$ cat config.mk
export PLATFORM = sky130hd
export DESIGN_NAME = cubic_bspline_segment_points_core
export DESIGN_NICKNAME = d
export VERILOG_FILES = /design/src/rtl/bsp_pkg.sv /design/src/rtl/bsp_front.sv /design/src/rtl/bsp_seg_queue.sv /design/src/rtl/bsp_back.sv /design/src/rtl/cubic_bspline_segment_points_core.sv
export SDC_FILE = /design/constraint.sdc
export NUM_CORES = 2
export LEC_CHECK = 0
export ABC_AREA = 1
export BUFFER_PORTS_ARGS = -buffer_cell sky130_fd_sc_hd__buf_2
export CORE_MARGIN = 4
export CORE_UTILIZATION = 45
export CTS_BUF_LIST = sky130_fd_sc_hd__clkbuf_16
export DETAILED_ROUTE_END_ITERATION = 12
export HOLD_SLACK_MARGIN = 0.12
export SYNTH_ARGS = -nofsm -noshare
export SYNTH_HDL_FRONTEND = slang
export SYNTH_SLANG_ARGS = --single-unit
$ cat constraint.sdc
create_clock -name clk -period 11.4 [get_ports clk]
set_clock_uncertainty 0.15 [all_clocks]
set_input_delay 1.71 -clock clk [delete_from_list [all_inputs] [get_ports clk]]
set_output_delay 1.71 -clock clk [all_outputs]
set_load 0.1 [all_outputs]
$ cat src/rtl/bsp_pkg.sv
// Shared constants and basis weight table for the cubic B-spline segment evaluator.
package bsp_pkg;

  localparam int COORD_BITS_DEF = 10;
  localparam int SAMPLES_PER_SEGMENT = 4;
  localparam int NUM_SAMPLES = SAMPLES_PER_SEGMENT + 1;
  localparam int SAMPLE_BITS = $clog2(NUM_SAMPLES);
  localparam int NUM_CTRL = 4;
  localparam int WEIGHT_BITS = 9;
  localparam int WEIGHT_SHIFT = 7;
  localparam int QUEUE_DEPTH = 2;

  function automatic logic [WEIGHT_BITS-1:0] bsp_weight(
    input logic [SAMPLE_BITS-1:0] k,
    input logic [1:0] j
  );
    logic [4*WEIGHT_BITS-1:0] row;
    case (k)
      3'd0:    row = {9'd0,  9'd64,  9'd256, 9'd64};
      3'd1:    row = {9'd1,  9'd121, 9'd235, 9'd27};
      3'd2:    row = {9'd8,  9'd184, 9'd184, 9'd8};
      3'd3:    row = {9'd27, 9'd235, 9'd121, 9'd1};
      3'd4:    row = {9'd64, 9'd256, 9'd64,  9'd0};
      default: row = '0;
    endcase
    return row[j*WEIGHT_BITS +: WEIGHT_BITS];
  endfunction

endpackage

$ cat src/rtl/bsp_front.sv
// Front end: control point window and segment issue into the queue.
module bsp_front import bsp_pkg::*; #(
  parameter int COORD_BITS = COORD_BITS_DEF
) (
  input  logic                           clk,
  input  logic                           rst,
  input  logic                           push,
  input  logic [COORD_BITS-1:0]          point_x,
  input  logic [COORD_BITS-1:0]          point_y,
  input  logic                           q_full,
  output logic                           full,
  output logic                           q_wr,
  output logic [2*NUM_CTRL*COORD_BITS-1:0] q_wdata
);

  logic [COORD_BITS-1:0] window_x [3];
  logic [COORD_BITS-1:0] window_y [3];
  logic [1:0]            points_held;
  logic                  accept;

  assign full   = q_full;
  assign accept = push && !q_full;
  assign q_wr   = accept && (points_held == 2'd3);

  assign q_wdata = {point_y, window_y[2], window_y[1], window_y[0],
                    point_x, window_x[2], window_x[1], window_x[0]};

  always_ff @(posedge clk) begin
    if (rst) begin
      points_held <= '0;
      for (int i = 0; i < 3; i++) begin
        window_x[i] <= '0;
        window_y[i] <= '0;
      end
    end else if (accept) begin
      if (points_held == 2'd3) begin
        window_x[0] <= window_x[1];
        window_x[1] <= window_x[2];
        window_x[2] <= point_x;
        window_y[0] <= window_y[1];
        window_y[1] <= window_y[2];
        window_y[2] <= point_y;
      end else begin
        window_x[points_held] <= point_x;
        window_y[points_held] <= point_y;
        points_held <= points_held + 2'd1;
      end
    end
  end

endmodule

$ cat src/rtl/bsp_seg_queue.sv
// Short segment queue between the front end and the evaluation pipeline.
module bsp_seg_queue import bsp_pkg::*; #(
  parameter int COORD_BITS = COORD_BITS_DEF
) (
  input  logic                             clk,
  input  logic                             rst,
  input  logic                             wr,
  input  logic [2*NUM_CTRL*COORD_BITS-1:0] wdata,
  input  logic                             rd,
  output logic                             q_full,
  output logic                             q_empty,
  output logic [2*NUM_CTRL*COORD_BITS-1:0] rdata
);

  localparam int PTR_BITS = $clog2(QUEUE_DEPTH);
  localparam int CNT_BITS = $clog2(QUEUE_DEPTH + 1);

  logic [2*NUM_CTRL*COORD_BITS-1:0] mem [QUEUE_DEPTH];
  logic [PTR_BITS-1:0] wr_ptr;
  logic [PTR_BITS-1:0] rd_ptr;
  logic [CNT_BITS-1:0] count;

  assign q_full  = (count == CNT_BITS'(QUEUE_DEPTH));
  assign q_empty = (count == '0);
  assign rdata   = mem[rd_ptr];

  always_ff @(posedge clk) begin
    if (wr) begin
      mem[wr_ptr] <= wdata;
    end
  end

  always_ff @(posedge clk) begin
    if (rst) begin
      wr_ptr <= '0;
      rd_ptr <= '0;
      count  <= '0;
    end else begin
      if (wr) begin
        wr_ptr <= (wr_ptr == PTR_BITS'(QUEUE_DEPTH - 1)) ? '0 : wr_ptr + 1'b1;
      end
      if (rd) begin
        rd_ptr <= (rd_ptr == PTR_BITS'(QUEUE_DEPTH - 1)) ? '0 : rd_ptr + 1'b1;
      end
      if (wr && !rd) begin
        count <= count + 1'b1;
      end else if (rd && !wr) begin
        count <= count - 1'b1;
      end
    end
  end

endmodule

$ cat src/rtl/bsp_back.sv
// Back end: per-sample weighted sum, divide by 384 and result register.
module bsp_back import bsp_pkg::*; #(
  parameter int COORD_BITS = COORD_BITS_DEF
) (
  input  logic                             clk,
  input  logic                             rst,
  input  logic                             q_empty,
  input  logic [2*NUM_CTRL*COORD_BITS-1:0] q_rdata,
  output logic                             q_rd,
  input  logic                             pop,
  output logic                             empty,
  output logic [COORD_BITS-1:0]            curve_x,
  output logic [COORD_BITS-1:0]            curve_y,
  output logic                             last_point
);

  localparam int SUM_W = COORD_BITS + WEIGHT_BITS;
  localparam int V_W   = COORD_BITS + 2;
  localparam int RECIP = (1 << V_W) / 3;

  logic                   advance;
  logic                   issue;
  logic [SAMPLE_BITS-1:0] k;

  logic [SUM_W-1:0] sum_x_next, sum_y_next;

  logic             a_valid, a_last;
  logic [SUM_W-1:0] a_sum_x, a_sum_y;

  logic [V_W-1:0]   a_v_x, a_v_y;
  logic [2*V_W-1:0] prod_x, prod_y;

  logic                  b_valid, b_last;
  logic [V_W-1:0]        b_v_x, b_v_y;
  logic [COORD_BITS-1:0] b_q_x, b_q_y;
  logic [V_W-1:0]        rem_x, rem_y;

  logic out_valid;

  assign advance = !out_valid || pop;
  assign issue   = advance && !q_empty;
  assign q_rd    = issue && (k == SAMPLE_BITS'(SAMPLES_PER_SEGMENT));
  assign empty   = !out_valid;

  always_comb begin
    sum_x_next = '0;
    sum_y_next = '0;
    for (int j = 0; j < NUM_CTRL; j++) begin
      sum_x_next = sum_x_next + SUM_W'(bsp_weight(k, 2'(j)))
                   * SUM_W'(q_rdata[j*COORD_BITS +: COORD_BITS]);
      sum_y_next = sum_y_next + SUM_W'(bsp_weight(k, 2'(j)))
                   * SUM_W'(q_rdata[(NUM_CTRL+j)*COORD_BITS +: COORD_BITS]);
    end
  end

  assign a_v_x  = a_sum_x[WEIGHT_SHIFT +: V_W];
  assign a_v_y  = a_sum_y[WEIGHT_SHIFT +: V_W];
  assign prod_x = (2*V_W)'(a_v_x) * (2*V_W)'(V_W'(RECIP));
  assign prod_y = (2*V_W)'(a_v_y) * (2*V_W)'(V_W'(RECIP));

  assign rem_x = b_v_x - V_W'(b_q_x) * V_W'(3);
  assign rem_y = b_v_y - V_W'(b_q_y) * V_W'(3);

  always_ff @(posedge clk) begin
    if (rst) begin
      k         <= '0;
      a_valid   <= 1'b0;
      b_valid   <= 1'b0;
      out_valid <= 1'b0;
    end else if (advance) begin
      if (issue) begin
        k <= q_rd ? '0 : k + 1'b1;
      end
      a_valid   <= issue;
      b_valid   <= a_valid;
      out_valid <= b_valid;
    end
  end

  always_ff @(posedge clk) begin
    if (advance) begin
      a_sum_x    <= sum_x_next;
      a_sum_y    <= sum_y_next;
      a_last     <= (k == SAMPLE_BITS'(SAMPLES_PER_SEGMENT));
      b_v_x      <= a_v_x;
      b_v_y      <= a_v_y;
      b_q_x      <= prod_x[V_W +: COORD_BITS];
      b_q_y      <= prod_y[V_W +: COORD_BITS];
      b_last     <= a_last;
      curve_x    <= (rem_x >= V_W'(3)) ? b_q_x + 1'b1 : b_q_x;
      curve_y    <= (rem_y >= V_W'(3)) ? b_q_y + 1'b1 : b_q_y;
      last_point <= b_last;
    end
  end

endmodule

$ cat src/rtl/cubic_bspline_segment_points_core.sv
// Uniform cubic B-spline segment evaluator: top level.
// Each curve point passes the segment queue, then the a, b and output pipeline registers.
// Throughput: one curve point per cycle from the evaluation pipeline while a segment is queued
// and the output is not held by pop; a two-entry segment queue lets input run ahead of the results.
// Reset (rst, synchronous): clears the window, the held count, the queue and the pipeline.
module cubic_bspline_segment_points_core import bsp_pkg::*; #(
  parameter int COORD_BITS = COORD_BITS_DEF
) (
  input  logic                  clk,
  input  logic                  rst,
  input  logic                  push,
  output logic                  full,
  input  logic [COORD_BITS-1:0] point_x,
  input  logic [COORD_BITS-1:0] point_y,
  output logic                  empty,
  input  logic                  pop,
  output logic [COORD_BITS-1:0] curve_x,
  output logic [COORD_BITS-1:0] curve_y,
  output logic                  last_point
);

  logic                             q_wr, q_rd, q_full, q_empty;
  logic [2*NUM_CTRL*COORD_BITS-1:0] q_wdata, q_rdata;

  bsp_front #(.COORD_BITS(COORD_BITS)) u_front (
    .clk     (clk),
    .rst     (rst),
    .push    (push),
    .point_x (point_x),
    .point_y (point_y),
    .q_full  (q_full),
    .full    (full),
    .q_wr    (q_wr),
    .q_wdata (q_wdata)
  );

  bsp_seg_queue #(.COORD_BITS(COORD_BITS)) u_queue (
    .clk     (clk),
    .rst     (rst),
    .wr      (q_wr),
    .wdata   (q_wdata),
    .rd      (q_rd),
    .q_full  (q_full),
    .q_empty (q_empty),
    .rdata   (q_rdata)
  );

  bsp_back #(.COORD_BITS(COORD_BITS)) u_back (
    .clk        (clk),
    .rst        (rst),
    .q_empty    (q_empty),
    .q_rdata    (q_rdata),
    .q_rd       (q_rd),
    .pop        (pop),
    .empty      (empty),
    .curve_x    (curve_x),
    .curve_y    (curve_y),
    .last_point (last_point)
  );

endmodule

### Word level (Yosys, flattened, before mapping)

Memory sizes are Yosys's and may differ from the RTL's. A register that Yosys moved wholly into a read port is not among the register bits.
Index checks and enable logic that the tools add are counted.

| cells by class | value |
|---|---|
| multiply operators | 12 |
| add/subtract/negate cells | 16 |
| reduce and logical (&&, ||, !) cells | 19 |
| $lt $le $gt $ge | 2 |
| eq/ne operators | 6 |
| bitwise gates (word level) | 7 |
| mux-type cells | 34 |

Operators with widths:

| operator | count |
|---|---|
| $pmux W34 S5 | 1 |
| $add A19 B19 Y19 | 6 |
| $mul A9 B10 Y19 | 6 |
| $mux W10 | 10 |
| $mul A12 B11 Y22 const B | 2 |
| $mul A7 B10 Y17 | 2 |
| $ge A12 B2 Y1 const B | 2 |
| $mul A10 B2 Y12 const B | 2 |
| $sub A12 B12 Y12 | 2 |
| $add A10 B1 Y10 const B | 2 |
| $reduce_or A10 Y1 | 2 |
| $mux W1 | 18 |
| $mux W2 | 4 |
| $eq A3 B2 Y1 const B | 2 |
| $logic_and A1 B1 Y1 | 6 |
| $or A1 B1 Y1 | 6 |
| $logic_not A1 Y1 | 5 |
| $add A2 B1 Y2 const B | 2 |
| $eq A2 B2 Y1 const B | 2 |
| $reduce_and A2 Y1 | 2 |
| $add A3 B1 Y3 const B | 1 |
| $eq A3 B1 Y1 const B | 1 |
| $eq A3 B3 Y1 const B | 1 |
| $logic_not A3 Y1 | 1 |
| other kinds (7) | 8 |

| storage, ports and cells | value |
|---|---|
| output and inout bits | 23 |
| word-level logic and storage cells | 118 |
| memory bits (writable) | 220 |
| memories | 3 |
| input port bits | 24 |
| register bits after elaboration | 117 |

Memories:

| name | words | width | read ports | clocked after memory_dff | wr ports | RTL line | source |
|---|---|---|---|---|---|---|---|
| u_queue.mem | 2 | 80 | 1 | 1 | 1 | bsp_seg_queue.sv:18 | `logic [2*NUM_CTRL*COORD_BITS-1:0] mem [QUEUE_DEPTH];` |
| u_front.window_x | 3 | 10 | 3 | 0 | 3 | bsp_front.sv:16 | `logic [COORD_BITS-1:0] window_x [3];` |
| u_front.window_y | 3 | 10 | 3 | 0 | 3 | bsp_front.sv:17 | `logic [COORD_BITS-1:0] window_y [3];` |

### Longest topological paths before layout

| depth | value |
|---|---|
| word-level depth | 8 |
| mapped depth | 41 |
| mapped depth without buffers | 40 |

### Modules after synthesis

Synthesis repeated with hierarchy kept, for this count alone.

| unflattened totals | value |
|---|---|
| cells, all modules | 3945 |
| area, all modules | 38286.7 um^2 |

Modules (own cells, without submodules):

| module | times used | area each (um^2) | cells an instance |
|---|---|---|---|
| bsp_back | 1 | 28886.5 | 3368 |
| bsp_seg_queue | 1 | 6403.6 | 282 |
| bsp_front | 1 | 2996.6 | 295 |

### Worst setup path before layout

No wires, ideal clock.

| timing | value |
|---|---|
| path kind | register to register |
| start | register u_back.k[1] |
| end | register u_back.a_sum_y[17] (data pin) |
| arrival time | 7.688 ns |
| setup time | 0.252 ns |
| required time | 10.998 ns |
| cell stages (with the launch flop) | 37 |
| path slack | 3.310 ns |
| cells stage by stage | dfxtp_1 inv_1 ha_1 o21ai_4 inv_4 nor2_2 inv_2 nand2_2 clkbuf_1 nor2_1 ha_1 inv_1 fa_1 inv_1 fa_1 inv_1 fa_1 inv_1 ha_1 a21oi_1 a21boi_0 inv_1 a21o_1 xor2_1 fa_1 inv_1 fa_1 fa_1 fa_1 inv_1 ha_1 a21oi_1 o21ai_0 a221oi_1 nand2_1 nand2_1 nand2_1 |

| between the ends | value |
|---|---|
| word-level cells in the longest chain between the ends | 6 |

RTL lines:

| item | RTL line | source |
|---|---|---|
| start, declared | bsp_back.sv:23 | `logic [SAMPLE_BITS-1:0] k;` |
| start signal, assigned | bsp_back.sv:72 | `k <= q_rd ? '0 : k + 1'b1;` |
| $eq A3 B3 Y1, or another cell as far along | bsp_pkg.sv:18 | `case (k)` |
| $pmux W34 S5 * | bsp_pkg.sv:18 |  |
| $mul A9 B10 Y19 | bsp_back.sv:52 | `* SUM_W'(q_rdata[(NUM_CTRL+j)*COORD_BITS +: COORD_BITS]);` |
| $add A19 B19 Y19 (2 in series) | bsp_back.sv:51 | `sum_y_next = sum_y_next + SUM_W'(bsp_weight(k, 2'(j)))` |
| $add A19 B19 Y19 * | bsp_back.sv:51 |  |
| via u_back.sum_y_next[17] | bsp_back.sv:25 | `logic [SUM_W-1:0] sum_x_next, sum_y_next;` |
| end signal, assigned | bsp_back.sv:83 | `a_sum_y <= sum_y_next;` |
| end, declared | bsp_back.sv:28 | `logic [SUM_W-1:0] a_sum_x, a_sum_y;` |

Mark *: on every way through the listed nets, which the timed path passes. The rest lies on a longest branch.
A chain may end at the register's enable or synchronous reset.

### Worst setup path in the final report

| timing | value |
|---|---|
| start | register u_back.k[1] |
| end | register u_back.a_sum_x[18] (data pin) |

| between the ends | value |
|---|---|
| word-level cells in the longest chain between the ends | 6 |

RTL lines:

| item | RTL line | source |
|---|---|---|
| $eq A3 B3 Y1, or another cell as far along | bsp_pkg.sv:18 |  |
| $pmux W34 S5 * | bsp_pkg.sv:18 |  |
| $mul A9 B10 Y19 | bsp_back.sv:50 | `* SUM_W'(q_rdata[j*COORD_BITS +: COORD_BITS]);` |
| $add A19 B19 Y19 (2 in series) | bsp_back.sv:49 | `sum_x_next = sum_x_next + SUM_W'(bsp_weight(k, 2'(j)))` |
| $add A19 B19 Y19 * | bsp_back.sv:49 |  |
| via u_back.sum_x_next[18] | bsp_back.sv:25 |  |
| end signal, assigned | bsp_back.sv:82 | `a_sum_x <= sum_x_next;` |
| end, declared | bsp_back.sv:28 |  |

Marked as above.

==> results.cfg <==
[route]
first_pass_iters = 5
drt-total-wl_um = 85650
antenna_left = 0
vias_per_cell = 4.936
drcViolationCount = 0
vias = 25510
drt-initial-drc-count = 1328
wire_per_inst_um = 16.57

[yosys]
ys_types = 45
async_flop_share_pct = 0
synth_area_leaders = fa_1 26%, edfxtp_1 25%, ha_1 18%
syn-mean-instance-area_um2 = 9.384
synth_top_cell_by_area = fa_1
ys_seq_area_share_pct = 25.46
synthMostInstantiatedCell = inv_1
netlist_area_um2 = 37700
synth-edff-count = 311
synthCells = 4018
synthTopCellsByCount = 963 x inv_1, 607 x nand2_1, 542 x ha_1
synth_flop_cell = edfxtp_1
synthesis.nets = 5074
ys_seq_elements = 324
synth_top_area_share_pct = 26.02
yosysWarningCount = 0

[grt]
grt_max_degree = 81
antenna_found_initial = 0
grt_pass1_vias = 26700
grt_use_total_pct = 19.84
grt_pass1_wl_um = 140700
grt.overflow.total = 0

[die]
die_width_um = 297.5
start_util_pct = 45.70
dieArea_um2 = 88480
core_area_um2 = 82500
dieHeight_um = 297.5
rows = 105
ioPinCount = 47

[run_status]
status = finished clean

[min_path]
hold_end = u_back.b_last$_DFFE_PP_
min_from = u_back.a_last$_DFFE_PP_
worstHoldPathCells = 0
min_path_type = reg -> reg

[setup_path]
path_class = reg -> reg
cp_slowest_stage_delay_ns = 0.53
critical_path.max_fanout = 28
worstRegToRegCells = 40
critPathLaunchType = flip-flop
r2r_slack_ns = 2.50
cp.required_ns = 11.58
crit_slowest_cell = fa_1
critPathArrivalTime_ns = 9.08
reg2reg_to = u_back.a_sum_x[18]$_DFFE_PP_
end_kind = flip-flop
r2r-start = u_back.k[1]$_SDFFE_PP0P_

[cts]
cts_root_buf = clkbuf_16
post_cts_resize_count = 0
insertion_delay_ns = 0.58
postCtsSetupBuffers = 0
cts_tree = done
htree_levels = 2
cts_max_path_buffers = 3
cts_hold_buf = 0
cts_sinks = 324
clk_pin_slew_ns = 0.06
cts_buffers = 40

[timing]
finalSetupTns_ns = 0
setup_viol = 0
hold_slack_ns = 0.2705
drv_slew = 0
final.min_clock_period_ns = 8.896
tightest_slew_ns = 1.152
fin_ws_ns = 2.504
fmax_mhz = 112.4
grt_setup_unrepaired = false
hold_viol_final = 0
relSlewSlack_pct = 22.39
post-route-period-util_pct = 78.03

[place]
place_ws_ns = 2.508
portBuffers = 46
dp_hpwl_um = 71460
gp_congestion = 0.8844

[run]
drv_cap = 0

[cells_and_area]
layout.nets = 5124
diodes = 0
area_growth_pct = 7.374
layout-drive-gt1-share_pct = 4.367
## critical path: cells and delay by family, from the launching register on
family	cells	cell delay [ns]
flip-flops	1	0.36
AND/OR/NAND/NOR	12	1.40
XOR/XNOR	1	0.25
adder cells (fa/ha/maj)	11	4.54
buffers and inverters	11	1.12
AO/OA/AOI/OAI	5	0.80
## metal layers
layer  track usage [%]  vias up  wire length, um
met2             34.25      455            41550
met1             26.97    12370            38830
met3             2.416      118             3405
li1                  -    12570                -
met5                 0        -                0
met4             4.293        0             1863
## sequential cells by signal, summed over array words and instances, names as in the netlist, 2 cells and up, named ones only
| name | count |
|---|---|
| u_back.b_q_y | 10 |
| u_queue.count | 2 |
| u_back.b_q_x | 10 |
| u_back.b_v_x | 12 |
| u_back.curve_y | 10 |
| u_back.curve_x | 10 |
| u_front.window_x | 30 |
| u_queue.mem | 160 |
| u_back.k | 3 |
| u_back.a_sum_y | 12 |
| u_front.points_held | 2 |
| u_front.window_y | 30 |
| u_back.a_sum_x | 12 |
| u_back.b_v_y | 12 |
## final cells by class
| cell class | count | area, um^2 |
|---|---|---|
| tap | 1070 | 1339 |
| clock inverter | 33 | 249.0 |
| fill | 7845 | 42020 |
| timing repair buffer | 75 | 447.9 |
| multi-input combinational | 2658 | 24200 |
| sequential | 324 | 9603 |
| inverter | 969 | 3642 |
| clock buffer | 40 | 1001 |
## through the flow
| stage | std cells | area (um^2) | util (%) |
|---|---|---|---|
| floorplan | 4018 | 37700 | - |
| global placement | 5096 | 39240 | 47.56 |
| detailed placement | 5096 | 39240 | 47.56 |
| CTS | 5169 | 40490 | 49.07 |
| global route | 5169 | 40490 | 49.07 |
| finish | 5169 | 40490 | 49.07 |
## cell usage in the layout, fill, tap and decap left out, types with 3 or more instances in the layout
cell	n
o2111ai_1	3
a21oi_1	115
o21a_1	4
mux2i_1	19
nor3_1	12
nand2_1	607
nand4_1	33
inv_2	5
edfxtp_1	311
clkbuf_16	40
inv_6	3
ha_1	542
o21ai_0	139
fa_1	490
clkinvlp_4	6
and2_1	4
nor2_1	440
nand3b_1	8
inv_1	970
nor2_4	4
a21o_1	10
o21bai_1	11
mux2_2	12
clkinv_2	7
xnor2_1	28
dfxtp_1	12
clkinv_1	4
or2_2	3
xor2_1	65
nor2_2	5
buf_2	46
buf_4	29
a21oi_2	4
nand3_1	79
## how the worst max path moves through the flow
stage                             start                            to  slack (ns)  cells after the start
2_1_floorplan  u_back.k[1]$_SDFFE_PP0P_  u_back.a_sum_y[17]$_DFFE_PP_        3.31                     36
3_3_place_gp   u_back.k[1]$_SDFFE_PP0P_  u_back.a_sum_x[18]$_DFFE_PP_        2.59                     40
3_5_place_dp   u_back.k[1]$_SDFFE_PP0P_  u_back.a_sum_x[18]$_DFFE_PP_        2.51                     40
4_1_cts        u_back.k[1]$_SDFFE_PP0P_  u_back.a_sum_x[18]$_DFFE_PP_        2.48                     40
5_1_grt        u_back.k[0]$_SDFFE_PP0P_  u_back.a_sum_x[18]$_DFFE_PP_        1.97                     40
6_report       u_back.k[1]$_SDFFE_PP0P_  u_back.a_sum_x[18]$_DFFE_PP_        2.50                     40
## kinds of logic after synthesis
family / Yosys count / synth area share [%]
xor gates and xnor gates: 93 / 2.160
buffers and inverters: 1036 / 10.43
muxes: 31 / 0.8628
adders and majority gates: 1032 / 44.00
AOI/OAI and AO/OA: 303 / 4.394
and+or+nand+nor: 1199 / 12.69
DFF: 324 / 25.46
Power is left out: the tool's default activity adds up to more than one toggle a clock period on the data nets, which glitch-free logic cannot reach.
